### config.mk
export PLATFORM = sky130hd
export DESIGN_NAME = script_tokenizer_unit
export DESIGN_NICKNAME = d
export VERILOG_FILES = /design/src/rtl/stu_pkg.sv /design/src/rtl/stu_ram.sv /design/src/rtl/stu_scan.sv /design/src/rtl/stu_emit.sv /design/src/rtl/script_tokenizer_unit.sv
export SDC_FILE = /design/constraint.sdc
export NUM_CORES = 1
export LEC_CHECK = 0
export ABC_AREA = 0
export BUFFER_PORTS_ARGS = -buffer_cell sky130_fd_sc_hd__buf_4
export CORE_AREA = 2 2 216 218
export DETAILED_ROUTE_END_ITERATION = 8
export DIE_AREA = 0 0 218 220
export GPL_TIMING_DRIVEN = 0
export PLACE_DENSITY_LB_ADDON = 0.05
export SLEW_MARGIN = 15
export SYNTH_ARGS = -nofsm -noshare
export SYNTH_HDL_FRONTEND = slang
export SYNTH_SLANG_ARGS = --single-unit
### constraint.sdc
create_clock -name i_clk -period 3.34 [get_ports i_clk]
set_clock_uncertainty 0.15 [all_clocks]
set_input_delay 0 -clock i_clk [delete_from_list [all_inputs] [get_ports i_clk]]
set_output_delay 0 -clock i_clk [all_outputs]
set_load 0.02 [all_outputs]
### src/rtl/stu_pkg.sv
package stu_pkg;

    localparam int TOKEN_MAX_DEF = 64;

    localparam logic [7:0] CH_NUL   = 8'd0;
    localparam logic [7:0] CH_SPACE = 8'd32;
    localparam logic [7:0] CH_SLASH = 8'h2F;
    localparam logic [7:0] CH_NL    = 8'h0A;
    localparam logic [7:0] CH_QUOTE = 8'h22;

    // Scanner modes, one-hot
    typedef enum logic [4:0] {
        MODE_IDLE    = 5'b00001,
        MODE_SLASH   = 5'b00010,
        MODE_COMMENT = 5'b00100,
        MODE_WORD    = 5'b01000,
        MODE_QUOTED  = 5'b10000
    } t_mode;

    // Emitter phases, one-hot
    typedef enum logic [3:0] {
        PH_IDLE  = 4'b0001,
        PH_CHARS = 4'b0010,
        PH_EMPTY = 4'b0100,
        PH_END   = 4'b1000
    } t_phase;

    // Request from scanner to emitter
    typedef struct packed {
        logic start;     // token or marker finished on this beat
        logic end_only;  // only an end-of-data marker
        logic empty;     // token has no characters
        logic then_end;  // follow the token with an end-of-data marker
    } t_emit_req;

    // 7-bit ASCII above space (33..127)
    function automatic logic is_word_byte(input logic [7:0] b);
        return (b > CH_SPACE) && !b[7];
    endfunction

endpackage

### src/rtl/stu_ram.sv
module stu_ram #(
    parameter int WIDTH = 8,
    parameter int DEPTH = 64
) (
    input  logic                     i_clk,
    input  logic                     i_we,
    input  logic [$clog2(DEPTH)-1:0] i_waddr,
    input  logic [WIDTH-1:0]         i_wdata,
    input  logic                     i_re,
    input  logic [$clog2(DEPTH)-1:0] i_raddr,
    output logic [WIDTH-1:0]         o_rdata
);

    logic [WIDTH-1:0] r_mem [DEPTH];
    logic [WIDTH-1:0] r_rdata;

    always_ff @(posedge i_clk) begin
        if (i_we) begin
            r_mem[i_waddr] <= i_wdata;
        end
        if (i_re) begin
            r_rdata <= r_mem[i_raddr];
        end
    end

    assign o_rdata = r_rdata;

endmodule

### src/rtl/stu_scan.sv
module stu_scan #(
    parameter int TOKEN_MAX = stu_pkg::TOKEN_MAX_DEF
) (
    input  logic                         i_clk,
    input  logic                         i_rst_n,
    input  logic                         i_in_valid,
    input  logic [7:0]                   i_in_byte,
    input  logic                         i_busy,
    output logic                         o_we,
    output logic [$clog2(TOKEN_MAX)-1:0] o_waddr,
    output logic [7:0]                   o_wdata,
    output stu_pkg::t_emit_req           o_req,
    output logic [$clog2(TOKEN_MAX)-1:0] o_len
);

    localparam int LEN_W = $clog2(TOKEN_MAX);
    localparam logic [LEN_W-1:0] LIMIT = LEN_W'(TOKEN_MAX - 1);

    stu_pkg::t_mode     r_mode, n_mode;
    logic [LEN_W-1:0]   r_len, n_len;
    logic               r_ovf, n_ovf;
    logic               accept;
    logic               is_word;
    logic               has_room;

    assign accept   = i_in_valid && !i_busy;
    assign is_word  = stu_pkg::is_word_byte(i_in_byte);
    assign has_room = r_len < LIMIT;

    assign o_waddr = r_len;
    assign o_wdata = i_in_byte;
    assign o_len   = r_len;

    always_comb begin
        n_mode = r_mode;
        n_len  = r_len;
        n_ovf  = r_ovf;
        o_we   = 1'b0;
        o_req  = '0;
        if (accept) begin
            unique case (r_mode)
                stu_pkg::MODE_IDLE: begin
                    n_len = '0;
                    n_ovf = 1'b0;
                    if (i_in_byte == stu_pkg::CH_NUL) begin
                        o_req.start    = 1'b1;
                        o_req.end_only = 1'b1;
                    end else if (!is_word) begin
                        n_mode = stu_pkg::MODE_IDLE;
                    end else if (i_in_byte == stu_pkg::CH_QUOTE) begin
                        n_mode = stu_pkg::MODE_QUOTED;
                    end else begin
                        o_we   = 1'b1;
                        n_len  = LEN_W'(1);
                        n_mode = (i_in_byte == stu_pkg::CH_SLASH) ? stu_pkg::MODE_SLASH
                                                                  : stu_pkg::MODE_WORD;
                    end
                end
                stu_pkg::MODE_COMMENT: begin
                    if (i_in_byte == stu_pkg::CH_NUL) begin
                        o_req.start    = 1'b1;
                        o_req.end_only = 1'b1;
                        n_mode         = stu_pkg::MODE_IDLE;
                        n_len          = '0;
                        n_ovf          = 1'b0;
                    end else if (i_in_byte == stu_pkg::CH_NL) begin
                        n_mode = stu_pkg::MODE_IDLE;
                    end
                end
                stu_pkg::MODE_QUOTED: begin
                    if (i_in_byte == stu_pkg::CH_QUOTE || i_in_byte == stu_pkg::CH_NUL) begin
                        o_req.start    = 1'b1;
                        o_req.empty    = r_ovf || (r_len == '0);
                        o_req.then_end = (i_in_byte == stu_pkg::CH_NUL);
                        n_mode         = stu_pkg::MODE_IDLE;
                        n_len          = '0;
                        n_ovf          = 1'b0;
                    end else if (has_room) begin
                        o_we  = 1'b1;
                        n_len = r_len + LEN_W'(1);
                    end
                end
                stu_pkg::MODE_SLASH, stu_pkg::MODE_WORD: begin
                    if ((r_mode == stu_pkg::MODE_SLASH) && (i_in_byte == stu_pkg::CH_SLASH)) begin
                        n_mode = stu_pkg::MODE_COMMENT;
                        n_len  = '0;
                        n_ovf  = 1'b0;
                    end else if (is_word) begin
                        n_mode = stu_pkg::MODE_WORD;
                        if (has_room) begin
                            o_we  = 1'b1;
                            n_len = r_len + LEN_W'(1);
                        end else begin
                            n_ovf = 1'b1;
                        end
                    end else begin
                        o_req.start    = 1'b1;
                        o_req.empty    = r_ovf || (r_len == '0);
                        o_req.then_end = (i_in_byte == stu_pkg::CH_NUL);
                        n_mode         = stu_pkg::MODE_IDLE;
                        n_len          = '0;
                        n_ovf          = 1'b0;
                    end
                end
                default: begin
                    n_mode = stu_pkg::MODE_IDLE;
                    n_len  = '0;
                    n_ovf  = 1'b0;
                end
            endcase
        end
    end

    always_ff @(posedge i_clk) begin
        if (!i_rst_n) begin
            r_mode <= stu_pkg::MODE_IDLE;
            r_len  <= '0;
            r_ovf  <= 1'b0;
        end else begin
            r_mode <= n_mode;
            r_len  <= n_len;
            r_ovf  <= n_ovf;
        end
    end

endmodule

### src/rtl/stu_emit.sv
module stu_emit #(
    parameter int TOKEN_MAX = stu_pkg::TOKEN_MAX_DEF
) (
    input  logic                         i_clk,
    input  logic                         i_rst_n,
    input  stu_pkg::t_emit_req           i_req,
    input  logic [$clog2(TOKEN_MAX)-1:0] i_len,
    output logic                         o_busy,
    output logic                         o_re,
    output logic [$clog2(TOKEN_MAX)-1:0] o_raddr,
    input  logic [7:0]                   i_rdata,
    output logic                         o_out_valid,
    input  logic                         i_out_stall,
    output logic [7:0]                   o_tok_char,
    output logic                         o_tok_last,
    output logic                         o_tok_empty,
    output logic                         o_data_end
);

    localparam int LEN_W = $clog2(TOKEN_MAX);

    stu_pkg::t_phase  r_phase, n_phase;
    logic [LEN_W-1:0] r_len, n_len;
    logic [LEN_W-1:0] r_ptr, n_ptr;
    logic             r_then_end, n_then_end;
    logic             r_pend, n_pend;
    logic             r_pend_last, n_pend_last;
    logic             r_out_valid, n_out_valid;
    logic [7:0]       r_char, n_char;
    logic             r_last, n_last;
    logic             r_empty, n_empty;
    logic             r_end, n_end;
    logic             can_load;

    assign can_load = !r_out_valid || !i_out_stall;
    assign o_busy   = (r_phase != stu_pkg::PH_IDLE);
    assign o_raddr  = r_ptr;

    always_comb begin
        n_phase     = r_phase;
        n_len       = r_len;
        n_ptr       = r_ptr;
        n_then_end  = r_then_end;
        n_pend      = r_pend;
        n_pend_last = r_pend_last;
        n_out_valid = can_load ? 1'b0 : r_out_valid;
        n_char      = r_char;
        n_last      = r_last;
        n_empty     = r_empty;
        n_end       = r_end;
        o_re        = 1'b0;
        unique case (r_phase)
            stu_pkg::PH_IDLE: begin
                if (i_req.start) begin
                    n_len      = i_len;
                    n_ptr      = '0;
                    n_pend     = 1'b0;
                    n_then_end = i_req.then_end;
                    if (i_req.end_only) begin
                        n_phase = stu_pkg::PH_END;
                    end else if (i_req.empty) begin
                        n_phase = stu_pkg::PH_EMPTY;
                    end else begin
                        n_phase = stu_pkg::PH_CHARS;
                    end
                end
            end
            stu_pkg::PH_CHARS: begin
                // Drain the read that is in flight into the output register
                if (r_pend && can_load) begin
                    n_out_valid = 1'b1;
                    n_char      = i_rdata;
                    n_last      = r_pend_last;
                    n_empty     = 1'b0;
                    n_end       = 1'b0;
                    n_pend      = 1'b0;
                    if (r_pend_last) begin
                        n_phase = r_then_end ? stu_pkg::PH_END : stu_pkg::PH_IDLE;
                    end
                end
                // Issue the next read only when its data has a place to go
                if ((r_ptr != r_len) && (!r_pend || can_load)) begin
                    o_re        = 1'b1;
                    n_pend      = 1'b1;
                    n_pend_last = ((r_ptr + LEN_W'(1)) == r_len);
                    n_ptr       = r_ptr + LEN_W'(1);
                end
            end
            stu_pkg::PH_EMPTY: begin
                if (can_load) begin
                    n_out_valid = 1'b1;
                    n_char      = stu_pkg::CH_NUL;
                    n_last      = 1'b1;
                    n_empty     = 1'b1;
                    n_end       = 1'b0;
                    n_phase     = r_then_end ? stu_pkg::PH_END : stu_pkg::PH_IDLE;
                end
            end
            stu_pkg::PH_END: begin
                if (can_load) begin
                    n_out_valid = 1'b1;
                    n_char      = stu_pkg::CH_NUL;
                    n_last      = 1'b1;
                    n_empty     = 1'b0;
                    n_end       = 1'b1;
                    n_phase     = stu_pkg::PH_IDLE;
                end
            end
            default: begin
                n_phase = stu_pkg::PH_IDLE;
            end
        endcase
    end

    always_ff @(posedge i_clk) begin
        if (!i_rst_n) begin
            r_phase     <= stu_pkg::PH_IDLE;
            r_pend      <= 1'b0;
            r_out_valid <= 1'b0;
            r_ptr       <= '0;
            r_len       <= '0;
            r_then_end  <= 1'b0;
        end else begin
            r_phase     <= n_phase;
            r_pend      <= n_pend;
            r_out_valid <= n_out_valid;
            r_ptr       <= n_ptr;
            r_len       <= n_len;
            r_then_end  <= n_then_end;
        end
    end

    always_ff @(posedge i_clk) begin
        r_pend_last <= n_pend_last;
        r_char      <= n_char;
        r_last      <= n_last;
        r_empty     <= n_empty;
        r_end       <= n_end;
    end

    assign o_out_valid = r_out_valid;
    assign o_tok_char  = r_char;
    assign o_tok_last  = r_last;
    assign o_tok_empty = r_empty;
    assign o_data_end  = r_end;

endmodule

### src/rtl/script_tokenizer_unit.sv
// Streaming script tokenizer. Feed text one byte per input beat; a zero byte
// ends the data and yields an end-of-data beat (o_data_end) after any token in
// progress. Whitespace (bytes 1..32 and 128..255) and // line comments are
// skipped; a token is a quoted string (kept to TOKEN_MAX-1 characters) or a
// bare word (a word of TOKEN_MAX or more characters comes out as one empty
// beat). Each finished token comes out one character per output beat with
// o_tok_last on the final one, or as a single o_tok_empty beat. Timing: while
// scanning, one input byte is taken every cycle. The byte that ends a token
// starts an emit phase during which o_in_stall is high; the characters are
// read back from the token buffer through its single read port, one per cycle
// while i_out_stall is low, and any end marker is sent within the same phase. A
// finished beat may sit in the output register under i_out_stall while
// scanning of the next bytes goes on.
module script_tokenizer_unit #(
    parameter int TOKEN_MAX = stu_pkg::TOKEN_MAX_DEF
) (
    input  logic       i_clk,
    input  logic       i_rst_n,
    input  logic       i_in_valid,
    output logic       o_in_stall,
    input  logic [7:0] i_in_byte,
    output logic       o_out_valid,
    input  logic       i_out_stall,
    output logic [7:0] o_tok_char,
    output logic       o_tok_last,
    output logic       o_tok_empty,
    output logic       o_data_end
);

    localparam int ADDR_W = $clog2(TOKEN_MAX);

    stu_pkg::t_emit_req emit_req;
    logic               emit_busy;
    logic [ADDR_W-1:0]  tok_len;
    logic               mem_we;
    logic [ADDR_W-1:0]  mem_waddr;
    logic [7:0]         mem_wdata;
    logic               mem_re;
    logic [ADDR_W-1:0]  mem_raddr;
    logic [7:0]         mem_rdata;

    // Hold input while a finished token drains from the buffer; this also
    // keeps buffer writes and reads from ever touching the same token.
    assign o_in_stall = emit_busy;

    stu_scan #(
        .TOKEN_MAX (TOKEN_MAX)
    ) u_scan (
        .i_clk      (i_clk),
        .i_rst_n    (i_rst_n),
        .i_in_valid (i_in_valid),
        .i_in_byte  (i_in_byte),
        .i_busy     (emit_busy),
        .o_we       (mem_we),
        .o_waddr    (mem_waddr),
        .o_wdata    (mem_wdata),
        .o_req      (emit_req),
        .o_len      (tok_len)
    );

    // Token character buffer
    stu_ram #(
        .WIDTH (8),
        .DEPTH (TOKEN_MAX)
    ) u_buf (
        .i_clk   (i_clk),
        .i_we    (mem_we),
        .i_waddr (mem_waddr),
        .i_wdata (mem_wdata),
        .i_re    (mem_re),
        .i_raddr (mem_raddr),
        .o_rdata (mem_rdata)
    );

    stu_emit #(
        .TOKEN_MAX (TOKEN_MAX)
    ) u_emit (
        .i_clk       (i_clk),
        .i_rst_n     (i_rst_n),
        .i_req       (emit_req),
        .i_len       (tok_len),
        .o_busy      (emit_busy),
        .o_re        (mem_re),
        .o_raddr     (mem_raddr),
        .i_rdata     (mem_rdata),
        .o_out_valid (o_out_valid),
        .i_out_stall (i_out_stall),
        .o_tok_char  (o_tok_char),
        .o_tok_last  (o_tok_last),
        .o_tok_empty (o_tok_empty),
        .o_data_end  (o_data_end)
    );

endmodule

==> results_dict.tcl <==
set metrics [dict create \
    grt_pass1_vias 11901 \
    port_buffers 23 \
    placed_cells 1865 \
    ys.flop_type "edfxtp_1" \
    worstSetupStartpoint "u_emit.o_raddr[1]" \
    synth_area_um2 22580 \
    synth_common_cells "532 x edfxtp_1, 133 x mux4_2, 103 x nor2_1" \
    crit_fanout 10 \
    drt-total-wl_um 59350 \
    rsz0062_at_grt "no" \
    fin_tns_setup_ns -0.007452 \
    routedWlPerCell_um 29.59 \
    maxCapViolCount 0 \
    cts_htree_levels 2 \
    fp-row-count 79 \
    synth_area_per_cell_um2 18.30 \
    worst_pin_slew_ns 1.321 \
    cpLargestDelayFamily "buffers and inverters" \
    cts-root-buf "clkbuf_16" \
    placed_cell_area_um2 23530 \
    synth_most_common_cell "edfxtp_1" \
    critPathMostFrequentCell "buf_4" \
    slew_viol_final 0 \
    cts_tree "built" \
    worst_ep_required_time_ns 3.49 \
    io_pins 25 \
    post-place-ws_ns -0.7474 \
    drt_iter0_drc 1567 \
    coreArea_um2 45860 \
    cp.buffers_inverters 3 \
    grt_usage_pct 25.30 \
    hp-class "input port to flop" \
    final.period_utilization_pct 100.2 \
    gp_congestion 0.8505 \
    n_antenna_cell 0 \
    clk_latency_ns 0.63 \
    fin_util_pct 57.27 \
    antenna_found_initial 0 \
    layout.nets 1366 \
    synth_top_cell_by_area "edfxtp_1" \
    violations "negative setup slack" \
    synth_edf_count 532 \
    dieWidth_um 218 \
    cp_slowest_cell "a211oi_1" \
    first_pass_iters 5 \
    avgViaCountPerCell 6.087 \
    drive_gt1_share_pct 26.38 \
    path_class "flop to flop" \
    ir_worst_vdd_v 0.0005067 \
    min_from "i_in_byte[5]" \
    grt_pass1_wl_um 84520 \
    timing.hold.ws_ns 0.1173 \
    yosys.area.top_type_share_pct 70.74 \
    gr-total-overflow 0 \
    finalSetupViolCount 1 \
    clkSinkCount 563 \
    crit_chain "buf_4, buf_4, buf_2, mux4_2, a22oi_2, nand2_1, a211oi_1, a21oi_1" \
    die_area_um2 47960 \
    finalPower_mw 14.74 \
    dp_hpwl_um 36730 \
    areaGrowthSynthToFinish_pct 16.30 \
    ant_nets 0 \
    ys_seq_area_share_pct 73.48 \
    post-route-cell-area_um2 26270 \
    path_clk_slew_ns 0.07 \
    syn_inst 1234 \
    instances_no_fill 2006 \
    timing.rr.start "u_emit.o_raddr[1]" \
    yosysWarningCount 0 \
    drcViolationCount 0 \
    grt_max_degree 65 \
    crit_path_max_incr_delay_ns 0.44 \
    fmax_mhz 298.7 \
    cp-start-kind "flop" \
    leakagePower_nw 8.062 \
    vias 12210 \
    min_period_ns 3.347 \
    synth_seq_cells 563 \
    arrival_ns 3.50 \
    status "finished with violations" \
    hold_violations 0 \
    synth_cell_types 57 \
    cp-end-kind "flop" \
    start_util_pct 49.24 \
    chipHeight_um 220 \
    slew_headroom_pct 11.91 \
    cts_max_path_buffers 3 \
    synth_area_leaders "edfxtp_1 71%, mux4_2 13%, dfxtp_1 2.7%" \
    async_reset_ff_share_pct 0 \
    worst_slack_ns -0.007452 \
    powerDensity_nw_per_um2 561.1 \
    synth_nets 1249 \
    cts_buffers 58 \
]
## cells in the final DEF, fill, tap and decap left out, drive strengths merged, types with 15 or more instances in the layout
master,Yosys,final
a21oi,35,35
a22oi,40,40
buf,30,72
clkbuf,40,114
clkinv,0,22
dfxtp,31,31
edfxtp,532,532
mux2i,15,15
mux4,133,133
nand2,40,40
nand3,37,37
nor2,103,103
nor3,17,17
o21ai,33,33
## cell type report
| type | count | area [um^2] |
|---|---|---|
| fillers | 3549 | 19600 |
| flip-flops and latches | 563 | 16600 |
| clock buffers | 73 | 1529 |
| clock inverters | 35 | 427.9 |
| repair buffers | 58 | 651.9 |
| multi-input cells | 595 | 5901 |
| well taps | 607 | 759.5 |
| inverters | 6 | 22.52 |
| plain buffers | 69 | 377.9 |
## power by group
group	leakage (nW)	total (mW)	switching, mW	internal [mW]
Sequential	5.03	7.72	0.00513	7.72
Clock	0.963	6.71	2.70	4.01
Combinational	2.07	0.306	0.224	0.0826
Total	8.06	14.7	2.93	11.8
## worst paths after layout
check,to,slack (ns),cells past startpoint
setup / recovery,u_buf.o_rdata[2],-0.007,8
hold / removal,u_scan.o_len[0],0.12,7
setup reg to reg,u_buf.o_rdata[2],-0.007,8
hold reg to reg,u_emit.r_then_end,0.34,2
## metal layers
metal	track usage, %	part of all wire, %	up-vias	wire length (um)
li1	-	-	5282	-
met2	39.63	47	394	28160
met1	37.13	44	6462	26230
met4	7.211	2.4	0	1396
met5	0	0	-	0
met3	4.030	6.0	72	3567
## state kept, by name, summed over array words and instances (netlist names), 4 cells and up
name,flops
u_emit.o_tok_char,8
u_buf.r_mem,512
u_emit.r_phase,4
u_emit.r_len,6
u_scan.o_len,6
u_scan.r_mode,5
u_emit.o_raddr,6
u_buf.o_rdata,8
## tightest hold or removal path, stage by stage
cell and delay [ns]:
buf_4 0.18, clkbuf_1 0.20, nand3_1 0.13, nand2_1 0.10, nand2_1 0.08, o31ai_1 0.06, a21oi_1 0.09
## what timing repair did
item / CTS / global route
cloned: 0 / 0
resized for setup: 82 / 36
endpoints found under the setup margin: 520 / 341
pin swaps: 3 / 2
endpoints found under the hold margin: 558 / 0
hold buffers: 22 / 0
setup buffers: 5 / 7
## logic make-up after synthesis
family	Yosys count	share of synthesized area (%)
and+or+nand+nor	282	6.161
muxes	149	13.98
adders and majority gates	3	0.1662
buffers and inverters	76	1.435
xor gates and xnor gates	13	0.5042
DFF	563	73.48
AOI/OAI and AO/OA	148	4.272
Note: power is estimated with default switching activity, not from simulation.
